===== config.mk =====
export PLATFORM = sky130hd
export DESIGN_NAME = scancode_keycode_tracker_flat
export DESIGN_NICKNAME = d
export VERILOG_FILES = /design/src/design/sktr_pkg.sv /design/src/design/sktr_if.sv /design/src/design/sktr_cell.sv /design/src/design/sktr_ctrl.sv /design/src/design/scancode_keycode_tracker.sv /design/src/flat_wrapper.sv
export SDC_FILE = /design/constraint.sdc
export NUM_CORES = 2
export LEC_CHECK = 0
export BUFFER_PORTS_ARGS = -buffer_cell sky130_fd_sc_hd__buf_2
export CAP_MARGIN = 20
export CORE_MARGIN = 2
export CORE_UTILIZATION = 30
export CTS_BUF_LIST = sky130_fd_sc_hd__clkbuf_4 sky130_fd_sc_hd__clkbuf_8 sky130_fd_sc_hd__clkbuf_16
export CTS_CLUSTER_DIAMETER = 150
export CTS_CLUSTER_SIZE = 12
export DETAILED_ROUTE_END_ITERATION = 6
export GPL_TIMING_DRIVEN = 0
export PLACE_DENSITY = 0.46
export SLEW_MARGIN = 20
export SYNTH_ARGS = -nofsm -noshare
export SYNTH_HDL_FRONTEND = slang
export SYNTH_HIERARCHICAL = 1
export SYNTH_SLANG_ARGS = --single-unit

===== constraint.sdc =====
create_clock -name clk_i -period 21.5 [get_ports clk_i]
set_input_delay 1.075 -clock clk_i [delete_from_list [all_inputs] [get_ports clk_i]]
set_output_delay 1.075 -clock clk_i [all_outputs]
set_load 0.005 [all_outputs]

===== src/design/sktr_pkg.sv =====
`timescale 1ns / 1ps
// Shared types, constants and the scan-code translation table for the tracker.
package sktr_pkg;

  localparam int HELD_DEPTH = 128;
  localparam int IDX_W      = $clog2(HELD_DEPTH);
  localparam int CNT_W      = $clog2(HELD_DEPTH + 1);
  localparam int CODE_W     = 7;
  localparam int BYTE_W     = 8;
  localparam int KEY_W      = 9;
  localparam int CMD_W      = 2;

  localparam logic [CODE_W-1:0] PASS_MAX = 7'h58;

  typedef enum logic [CMD_W-1:0] {
    CMD_SCAN  = 2'd0,
    CMD_POP   = 2'd1,
    CMD_CLEAR = 2'd2
  } cmd_e;

  typedef enum logic [1:0] {
    OP_PRESS   = 2'd0,
    OP_RELEASE = 2'd1,
    OP_POP     = 2'd2
  } op_e;

  typedef enum logic [1:0] {
    ST_IDLE = 2'd0,
    ST_WALK = 2'd1,
    ST_DONE = 2'd2
  } state_e;

  // Broadcast from the controller to every cell; steady for a whole walk.
  typedef struct packed {
    op_e               op;
    logic [CODE_W-1:0] code;
    logic [CNT_W-1:0]  count;
  } cell_ctrl_t;

  // Walk token handed from cell to cell.
  typedef struct packed {
    logic              act;
    logic              found;
    logic [CODE_W-1:0] val;
  } tok_t;

  function automatic logic [KEY_W-1:0] translate(input logic [CODE_W-1:0] c);
    logic [KEY_W-1:0] k;
    k = {{(KEY_W-CODE_W){1'b0}}, c};
    if (c > PASS_MAX) begin
      case (c)
        7'h59:   k = 9'd96;
        7'h5a:   k = 9'd97;
        7'h5b:   k = 9'd98;
        7'h5c:   k = 9'd210;
        7'h5d:   k = 9'd100;
        7'h5e:   k = 9'd102;
        7'h5f:   k = 9'd103;
        7'h60:   k = 9'd104;
        7'h61:   k = 9'd105;
        7'h62:   k = 9'd106;
        7'h63:   k = 9'd107;
        7'h64:   k = 9'd108;
        7'h65:   k = 9'd109;
        7'h66:   k = 9'd110;
        7'h67:   k = 9'd111;
        7'h68:   k = 9'd119;
        7'h69:   k = 9'd125;
        7'h6a:   k = 9'd126;
        7'h6b:   k = 9'd139;
        7'h6c:   k = 9'h19b;
        default: k = {{(KEY_W-CODE_W){1'b0}}, c};
      endcase
    end
    return k;
  endfunction

endpackage


===== src/design/sktr_if.sv =====
`timescale 1ns / 1ps
// Valid/ready channel interfaces for scan input and key results.
interface sktr_in_if;
  logic                         valid;
  logic                         ready;
  logic [sktr_pkg::CMD_W-1:0]   command;
  logic [sktr_pkg::BYTE_W-1:0]  scan_code;

  modport source (output valid, output command, output scan_code, input ready);
  modport sink   (input valid, input command, input scan_code, output ready);
endinterface

interface sktr_out_if;
  logic                        valid;
  logic                        ready;
  logic [sktr_pkg::KEY_W-1:0]  keycode;
  logic                        is_press;
  logic                        list_empty;

  modport source (output valid, output keycode, output is_press, output list_empty,
                  input ready);
  modport sink   (input valid, input keycode, input is_press, input list_empty,
                  output ready);
endinterface


===== src/design/sktr_cell.sv =====
`timescale 1ns / 1ps
// One held-key slot: compares, shifts or loads as the walk token passes.
module sktr_cell (
  input  logic                          clk_i,
  input  logic                          rst_ni,
  input  logic [sktr_pkg::IDX_W-1:0]    idx_i,
  input  sktr_pkg::cell_ctrl_t          ctrl_i,
  input  sktr_pkg::tok_t                tok_i,
  input  logic [sktr_pkg::CODE_W-1:0]   nxt_i,
  output sktr_pkg::tok_t                tok_o,
  output logic [sktr_pkg::CODE_W-1:0]   dat_o
);

  logic [sktr_pkg::CODE_W-1:0] dat_q, dat_d;
  sktr_pkg::tok_t              tok_q, tok_d;
  logic [sktr_pkg::CNT_W-1:0]  pos;
  logic                        in_list;
  logic                        at_tail;
  logic                        at_top;
  logic                        match;
  logic                        found;

  assign pos     = sktr_pkg::CNT_W'(idx_i);
  assign in_list = pos < ctrl_i.count;
  assign at_tail = pos == ctrl_i.count;
  assign at_top  = (pos + sktr_pkg::CNT_W'(1)) == ctrl_i.count;
  assign match   = tok_i.act && in_list && (dat_q == ctrl_i.code) &&
                   (ctrl_i.op != sktr_pkg::OP_POP);
  assign found   = tok_i.found | match;

  always_comb begin
    dat_d = dat_q;
    if (tok_i.act) begin
      case (ctrl_i.op)
        // close the gap: every slot from the match on takes its upper neighbour
        sktr_pkg::OP_RELEASE: if (found && in_list) dat_d = nxt_i;
        sktr_pkg::OP_PRESS:   if (at_tail && !tok_i.found) dat_d = ctrl_i.code;
        default:              dat_d = dat_q;
      endcase
    end
  end

  always_comb begin
    tok_d       = tok_i;
    tok_d.found = found;
    if (tok_i.act && (ctrl_i.op == sktr_pkg::OP_POP) && at_top) tok_d.val = dat_q;
  end

  always_ff @(posedge clk_i) begin
    dat_q <= dat_d;
  end

  always_ff @(posedge clk_i or negedge rst_ni) begin
    if (!rst_ni) begin
      tok_q <= '0;
    end else begin
      tok_q <= tok_d;
    end
  end

  assign tok_o = tok_q;
  assign dat_o = dat_q;

endmodule


===== src/design/sktr_ctrl.sv =====
`timescale 1ns / 1ps
// Sequencer: takes input beats, launches walks along the cells, drives results.
module sktr_ctrl (
  input  logic                  clk_i,
  input  logic                  rst_ni,
  sktr_in_if.sink               in_i,
  sktr_out_if.source            out_o,
  input  sktr_pkg::tok_t        tok_end_i,
  output sktr_pkg::tok_t        tok_start_o,
  output sktr_pkg::cell_ctrl_t  ctrl_o
);

  sktr_pkg::state_e              state_q, state_d;
  sktr_pkg::op_e                 op_q, op_d;
  logic [sktr_pkg::CODE_W-1:0]   code_q, code_d;
  logic [sktr_pkg::KEY_W-1:0]    key_q, key_d;
  logic                          press_q, press_d;
  logic                          empty_q, empty_d;
  logic [sktr_pkg::CNT_W-1:0]    count_q, count_d;
  logic [sktr_pkg::BYTE_W-1:0]   last_q, last_d;
  logic                          start_q, start_d;
  logic                          ovalid_q, ovalid_d;
  logic [sktr_pkg::KEY_W-1:0]    okey_q, okey_d;
  logic                          opress_q, opress_d;
  logic                          oempty_q, oempty_d;

  logic                          in_fire;
  logic                          out_free;
  logic                          scan_press;
  logic                          scan_take;
  logic [sktr_pkg::CODE_W-1:0]   scan_c;

  assign in_fire    = in_i.valid && in_i.ready;
  assign out_free   = !ovalid_q || out_o.ready;
  assign scan_c     = in_i.scan_code[sktr_pkg::CODE_W-1:0];
  assign scan_press = !in_i.scan_code[sktr_pkg::BYTE_W-1];
  // drop auto-repeat makes and the null code
  assign scan_take  = !(scan_press && (in_i.scan_code == last_q)) &&
                      (scan_c != '0);

  always_comb begin
    state_d = state_q;
    case (state_q)
      sktr_pkg::ST_IDLE: begin
        if (in_fire) begin
          case (sktr_pkg::cmd_e'(in_i.command))
            sktr_pkg::CMD_SCAN: if (scan_take) state_d = sktr_pkg::ST_WALK;
            sktr_pkg::CMD_POP:  state_d = (count_q == '0) ? sktr_pkg::ST_DONE
                                                           : sktr_pkg::ST_WALK;
            default:            state_d = sktr_pkg::ST_IDLE;
          endcase
        end
      end
      sktr_pkg::ST_WALK: if (tok_end_i.act) state_d = sktr_pkg::ST_DONE;
      sktr_pkg::ST_DONE: if (out_free) state_d = sktr_pkg::ST_IDLE;
      default:           state_d = sktr_pkg::ST_IDLE;
    endcase
  end

  always_comb begin
    op_d     = op_q;
    code_d   = code_q;
    key_d    = key_q;
    press_d  = press_q;
    empty_d  = empty_q;
    count_d  = count_q;
    last_d   = last_q;
    start_d  = 1'b0;
    ovalid_d = ovalid_q && !out_o.ready;
    okey_d   = okey_q;
    opress_d = opress_q;
    oempty_d = oempty_q;
    case (state_q)
      sktr_pkg::ST_IDLE: begin
        if (in_fire) begin
          case (sktr_pkg::cmd_e'(in_i.command))
            sktr_pkg::CMD_SCAN: begin
              if (scan_take) begin
                last_d  = in_i.scan_code;
                code_d  = scan_c;
                key_d   = sktr_pkg::translate(scan_c);
                press_d = scan_press;
                empty_d = 1'b0;
                op_d    = scan_press ? sktr_pkg::OP_PRESS : sktr_pkg::OP_RELEASE;
                start_d = 1'b1;
              end
            end
            sktr_pkg::CMD_POP: begin
              op_d    = sktr_pkg::OP_POP;
              press_d = 1'b0;
              if (count_q == '0) begin
                key_d   = '0;
                empty_d = 1'b1;
              end else begin
                empty_d = 1'b0;
                start_d = 1'b1;
              end
            end
            sktr_pkg::CMD_CLEAR: begin
              last_d  = '0;
              count_d = '0;
            end
            default: begin
              last_d = last_q;
            end
          endcase
        end
      end
      sktr_pkg::ST_WALK: begin
        if (tok_end_i.act) begin
          case (op_q)
            sktr_pkg::OP_PRESS: begin
              if (!tok_end_i.found && (count_q < sktr_pkg::CNT_W'(sktr_pkg::HELD_DEPTH)))
                count_d = count_q + sktr_pkg::CNT_W'(1);
            end
            sktr_pkg::OP_RELEASE: begin
              if (tok_end_i.found) count_d = count_q - sktr_pkg::CNT_W'(1);
            end
            sktr_pkg::OP_POP: begin
              count_d = count_q - sktr_pkg::CNT_W'(1);
              key_d   = sktr_pkg::translate(tok_end_i.val);
            end
            default: count_d = count_q;
          endcase
        end
      end
      sktr_pkg::ST_DONE: begin
        if (out_free) begin
          ovalid_d = 1'b1;
          okey_d   = key_q;
          opress_d = press_q;
          oempty_d = empty_q;
        end
      end
      default: start_d = 1'b0;
    endcase
  end

  always_ff @(posedge clk_i or negedge rst_ni) begin
    if (!rst_ni) begin
      state_q  <= sktr_pkg::ST_IDLE;
      count_q  <= '0;
      last_q   <= '0;
      start_q  <= 1'b0;
      ovalid_q <= 1'b0;
      op_q     <= sktr_pkg::OP_PRESS;
    end else begin
      state_q  <= state_d;
      count_q  <= count_d;
      last_q   <= last_d;
      start_q  <= start_d;
      ovalid_q <= ovalid_d;
      op_q     <= op_d;
    end
  end

  always_ff @(posedge clk_i) begin
    code_q   <= code_d;
    key_q    <= key_d;
    press_q  <= press_d;
    empty_q  <= empty_d;
    okey_q   <= okey_d;
    opress_q <= opress_d;
    oempty_q <= oempty_d;
  end

  assign in_i.ready        = state_q == sktr_pkg::ST_IDLE;
  assign out_o.valid       = ovalid_q;
  assign out_o.keycode     = okey_q;
  assign out_o.is_press    = opress_q;
  assign out_o.list_empty  = oempty_q;

  assign tok_start_o.act   = start_q;
  assign tok_start_o.found = 1'b0;
  assign tok_start_o.val   = '0;

  assign ctrl_o.op    = op_q;
  assign ctrl_o.code  = code_q;
  assign ctrl_o.count = count_q;

endmodule


===== src/design/scancode_keycode_tracker.sv =====
`timescale 1ns / 1ps
// Top level: scan-code to key-number tracker with a chain of held-key cells.
// A dropped byte, clear or unused command gives no beat.
// A pop on an empty list gives its beat without a walk, once the output register is free.
// Any other item walks a token along all HELD_DEPTH cells, one cell a cycle; the input
// takes no new item until the current item's beat is in the output register.
// Reset clears the last byte, the held count and the output valid flag; cell tokens are reset, cell data is not.
module scancode_keycode_tracker (
  input  logic         clk_i,
  input  logic         rst_ni,
  sktr_in_if.sink      in_i,
  sktr_out_if.source   out_o
);

  sktr_pkg::tok_t               tok   [sktr_pkg::HELD_DEPTH+1];
  logic [sktr_pkg::CODE_W-1:0]  dat   [sktr_pkg::HELD_DEPTH];
  sktr_pkg::cell_ctrl_t         ctrl;

  sktr_ctrl u_ctrl (
    .clk_i       (clk_i),
    .rst_ni      (rst_ni),
    .in_i        (in_i),
    .out_o       (out_o),
    .tok_end_i   (tok[sktr_pkg::HELD_DEPTH]),
    .tok_start_o (tok[0]),
    .ctrl_o      (ctrl)
  );

  for (genvar i = 0; i < sktr_pkg::HELD_DEPTH; i++) begin : g_cell
    logic [sktr_pkg::CODE_W-1:0] nxt;
    if (i == sktr_pkg::HELD_DEPTH - 1) begin : g_last
      assign nxt = dat[i];
    end else begin : g_mid
      assign nxt = dat[i+1];
    end

    sktr_cell u_cell (
      .clk_i  (clk_i),
      .rst_ni (rst_ni),
      .idx_i  (sktr_pkg::IDX_W'(i)),
      .ctrl_i (ctrl),
      .tok_i  (tok[i]),
      .nxt_i  (nxt),
      .tok_o  (tok[i+1]),
      .dat_o  (dat[i])
    );
  end

endmodule


===== src/flat_wrapper.sv =====
// flat-port wrapper written by rule: the top's interface ports become plain ports
module scancode_keycode_tracker_flat 
  (clk_i, rst_ni, in_i_valid, in_i_command, in_i_scan_code, in_i_ready, out_o_valid, out_o_keycode, out_o_is_press, out_o_list_empty, out_o_ready);
  sktr_in_if in_i_i ();
  sktr_out_if out_o_i ();
  input  logic clk_i;
  input  logic rst_ni;
  input wire logic [$bits(in_i_i.valid)-1:0] in_i_valid;
  input wire logic [$bits(in_i_i.command)-1:0] in_i_command;
  input wire logic [$bits(in_i_i.scan_code)-1:0] in_i_scan_code;
  output wire logic [$bits(in_i_i.ready)-1:0] in_i_ready;
  output wire logic [$bits(out_o_i.valid)-1:0] out_o_valid;
  output wire logic [$bits(out_o_i.keycode)-1:0] out_o_keycode;
  output wire logic [$bits(out_o_i.is_press)-1:0] out_o_is_press;
  output wire logic [$bits(out_o_i.list_empty)-1:0] out_o_list_empty;
  input wire logic [$bits(out_o_i.ready)-1:0] out_o_ready;
  assign in_i_i.valid = in_i_valid;
  assign in_i_i.command = in_i_command;
  assign in_i_i.scan_code = in_i_scan_code;
  assign in_i_ready = in_i_i.ready;
  assign out_o_valid = out_o_i.valid;
  assign out_o_keycode = out_o_i.keycode;
  assign out_o_is_press = out_o_i.is_press;
  assign out_o_list_empty = out_o_i.list_empty;
  assign out_o_i.ready = out_o_ready;
  scancode_keycode_tracker u_core (.clk_i(clk_i), .rst_ni(rst_ni), .in_i(in_i_i), .out_o(out_o_i));
endmodule

==> results.ini <==
[synthesis]
yosysSeqAreaShare_pct=38.9
ys_warn_count=6
synth.avg_cell_area_sq_um=11.2
synth.top_cell.area_share_pct=20.0
yosys.area.top_type=dfrtp_1
synth_top_cells_by_count=mux2_2, dfrtp_1, xnor2_1, inv_1, ha_1
syn_inst=13100
synth_top_family_by_area=multiplexers
ys_async_sr_fraction_pct=55.9
synth-edff-count=925
synth_cell_types=69
synth_simple_gate_area_share_pct=13.4
synth_xor_area_share_pct=10.9
synth_compound_area_share_pct=10.4
synth-main-ff-cell=dfrtp_1
yosys-top-cells-area=dfrtp_1, edfxtp_1, mux2_2, ha_1, xnor2_1
synth_seq_cells=2099
synthMuxAreaShare_pct=13.8
synthAdderAreaFrac_pct=9.65
syn_area_sq_um=147000
yosysMostFrequentCell=mux2_2

[clocking]
worstSkewPairLatency_ps=890
cts_root_buffer=clkbuf_16
clockBufferDepth=4
post_cts_buffers=0
htreeDepth=4
clock-sinks=2099
cts_hold_buf=0
cts_repair_resize_count=0
cts-buffers-inserted=196
cts_tree=done
path_clk_slew_ps=70

[global_route]
grt_usage_pct=14.4
antenna_found_initial=3
grt_pass1_wl_um=585000
overflow=0
grt_max_degree=122
grt_pass1_vias=106000

[critical_path]
r2r_slack_ps=17060
critPathRequiredTime_ps=22050
cp.buffers_inverters=8
path_cells=buf_8 -> buf_8 -> buf_8 -> buf_8 -> buf_8 -> buf_16 -> buf_8 -> buf_16 -> xnor2_1 -> nand4_1 -> or4_1 -> a2111oi_0 -> o21a_1
start_kind=flop
crit_arrival_ps=4990
crit_slowest_cell=edfxtp_1
critical_path.max_fanout=16
path_class=flop to flop
path_common_cell=buf_8
crit_family=buffers and inverters
endpoint_kind=flop
max_stage_delay_ps=830

[drt]
antenna_left=0
vias_per_cell=4.28
vias=104000
wire_per_inst_um=14.6
drt_wl_total_um=354000
dr.pass1.iters=5
remaining_drc_errors=0
drt_iter0_drc=4098

[run]
maxCapViolations=0

[floorplanning]
io_pins=27
start_util_pct=30.2
die-width_um=704
core_sq_um=487000
fp.dieArea_sq_um=495000
fp-row-count=256
die_h_um=704

[pwr]
p_sw_uw=4660
cellPowerDensity_nw_per_um2=74.6
p_seq_share_pct=34.0
cellLeakagePower_uw=0.0747
pwr-share-comb_pct=39.7
switching_share_pct=34.4
irDropWorstVdd_v=0.0000605
clock_power_share_pct=26.2
intPower_uw=8880

[sta]
rsz0062_at_grt=no
finalCritPeriodShare_pct=20.6
fin_tns_setup_ps=0
setup_viol=0
slew_viol_final=0
hold_viol=0
maxSlewHeadroom_pct=38.5
finClkSkew_ps=49.4
tightest_slew_ps=921
finalWorstSetupSlack_ps=17060
min_period_ps=4440
max_freq_mhz=225

[cells_and_area]
drive_gt1_share_pct=17.3
fin_area_sq_um=182000
nFillCells=48600
nets=18700
final_cell_count_no_fill=24300
area_delta_synth_final_pct=23.7
fin_util_pct=37.3

[placed_design]
postPlaceCellArea_sq_um=175000
io_buffer_count=26
dp_slack_ps=17070
place.gp.congestion=0.722
place_hpwl_um=261000
placed_cells=23900

[status]
outcome=finished clean

[worst_hold_path]
hp-class=input port to asynchronous set/reset pin

[through the flow]
| stage | hold slack [ps] | power [uW] |
|---|---|---|
| floorplan | 387 | 9230 |
| global placement | 402 | 11500 |
| detailed placement | 407 | 10100 |
| CTS | 14.3 | 13700 |
| global route | 65.2 | 14500 |
| finish | 90.4 | 13500 |
[cell families (layout without fill, tap and decap cells)]
family | count (synthesis) | count (layout)
adder cells (fa/ha/maj) | 1156 | 1156
flip-flops | 2099 | 2099
AO/OA/AOI/OAI | 2007 | 2007
multiplexers | 1795 | 1795
other | 3 | 4112
XOR/XNOR | 1812 | 1812
buffers and inverters | 1178 | 1803
AND/OR/NAND/NOR | 3075 | 3075
[state kept, by name, summed over array words and instances, names as in the netlist, 7 cells and up]
register,cells
u_core/u_ctrl/key_q,9
u_core/g_cell.u_cell/tok_o,1152
u_core/u_ctrl/out_o.keycode,9
u_core/u_ctrl/code_q,7
u_core/u_ctrl/last_q,8
u_core/u_ctrl/count_q,8
u_core/g_cell.u_cell/dat_o,896
[cells in the final DEF (no fill, tap or decap), drive strengths merged, types with 122 or more instances in the layout]
master	netlist	final
or4	251	251
inv	1153	1157
nand2b	270	270
nand4b	264	264
nor2b	134	134
dfrtp	1174	1174
o21bai	129	129
nand2	294	294
nor4b	135	135
xor2	643	643
edfxtp	925	925
o31ai	139	139
a21o	130	130
a211o	122	122
xnor2	1162	1162
nor3	136	136
maj3	122	122
nor2	408	408
o21ai	270	270
a31oi	255	255
o21a	130	130
ha	1033	1033
a21oi	409	409
buf	14	274
nand3	404	404
conb	3	4111
or3	131	131
nand4	251	251
a2111oi	136	136
nor4	137	137
a211oi	123	123
mux2	1794	1794
clkbuf	11	369
[layout make-up]
cell class	instances	area (sq um)	share of cell area (%)
timing repair buffer	260	4980	2.74
tap	6450	8070	4.44
sequential	2099	57200	31.5
clock inverter	7	123	0.0675
inverter	1153	4330	2.38
antenna	1	2.50	0.00138
clock buffer	358	6210	3.42
buffer	25	140	0.0771
multi-input combinational	14000	101000	55.4
[per-layer routing]
| metal | up-vias | routed length (um) | global-route usage [%] |
|---|---|---|---|
| li1 | 53800 | - | - |
| met1 | 49300 | 173000 | 19.6 |
| met2 | 617 | 170000 | 25.3 |
| met3 | 296 | 6200 | 1.06 |
| met4 | 0 | 5120 | 2.31 |
| met5 | - | 0 | 0 |
[power by group through the flow]
| stage | Clock, uW | Combinational (uW) | Sequential, uW |
|---|---|---|---|
| final | 3550 | 5380 | 4610 |
| after global routing | 3840 | 6060 | 4630 |
| after CTS | 3700 | 5430 | 4620 |
| after detailed placement | 0 | 5400 | 4700 |
| after global placement | 0 | 5920 | 5540 |
| after floorplan | 0 | 4250 | 4990 |
[worst paths after layout]
path                                                     from                                 end  depth (start not counted)
max                                   u_core/u_ctrl/code_q[3]   u_core/g_cell[23].u_cell/dat_o[6]                         13
min                                                    rst_ni             u_core/u_ctrl/last_q[7]                          1
max reg2reg                           u_core/u_ctrl/code_q[3]   u_core/g_cell[23].u_cell/dat_o[6]                         13
min reg2reg                u_core/g_cell[104].u_cell/tok_o[8]  u_core/g_cell[105].u_cell/tok_o[8]                          0
max in group asynchronous                              rst_ni   u_core/g_cell[27].u_cell/tok_o[1]                          6
min in group clk_i                          in_i_scan_code[0]             u_core/u_ctrl/code_q[0]                          1
Note: power is estimated with default switching activity, not from simulation.
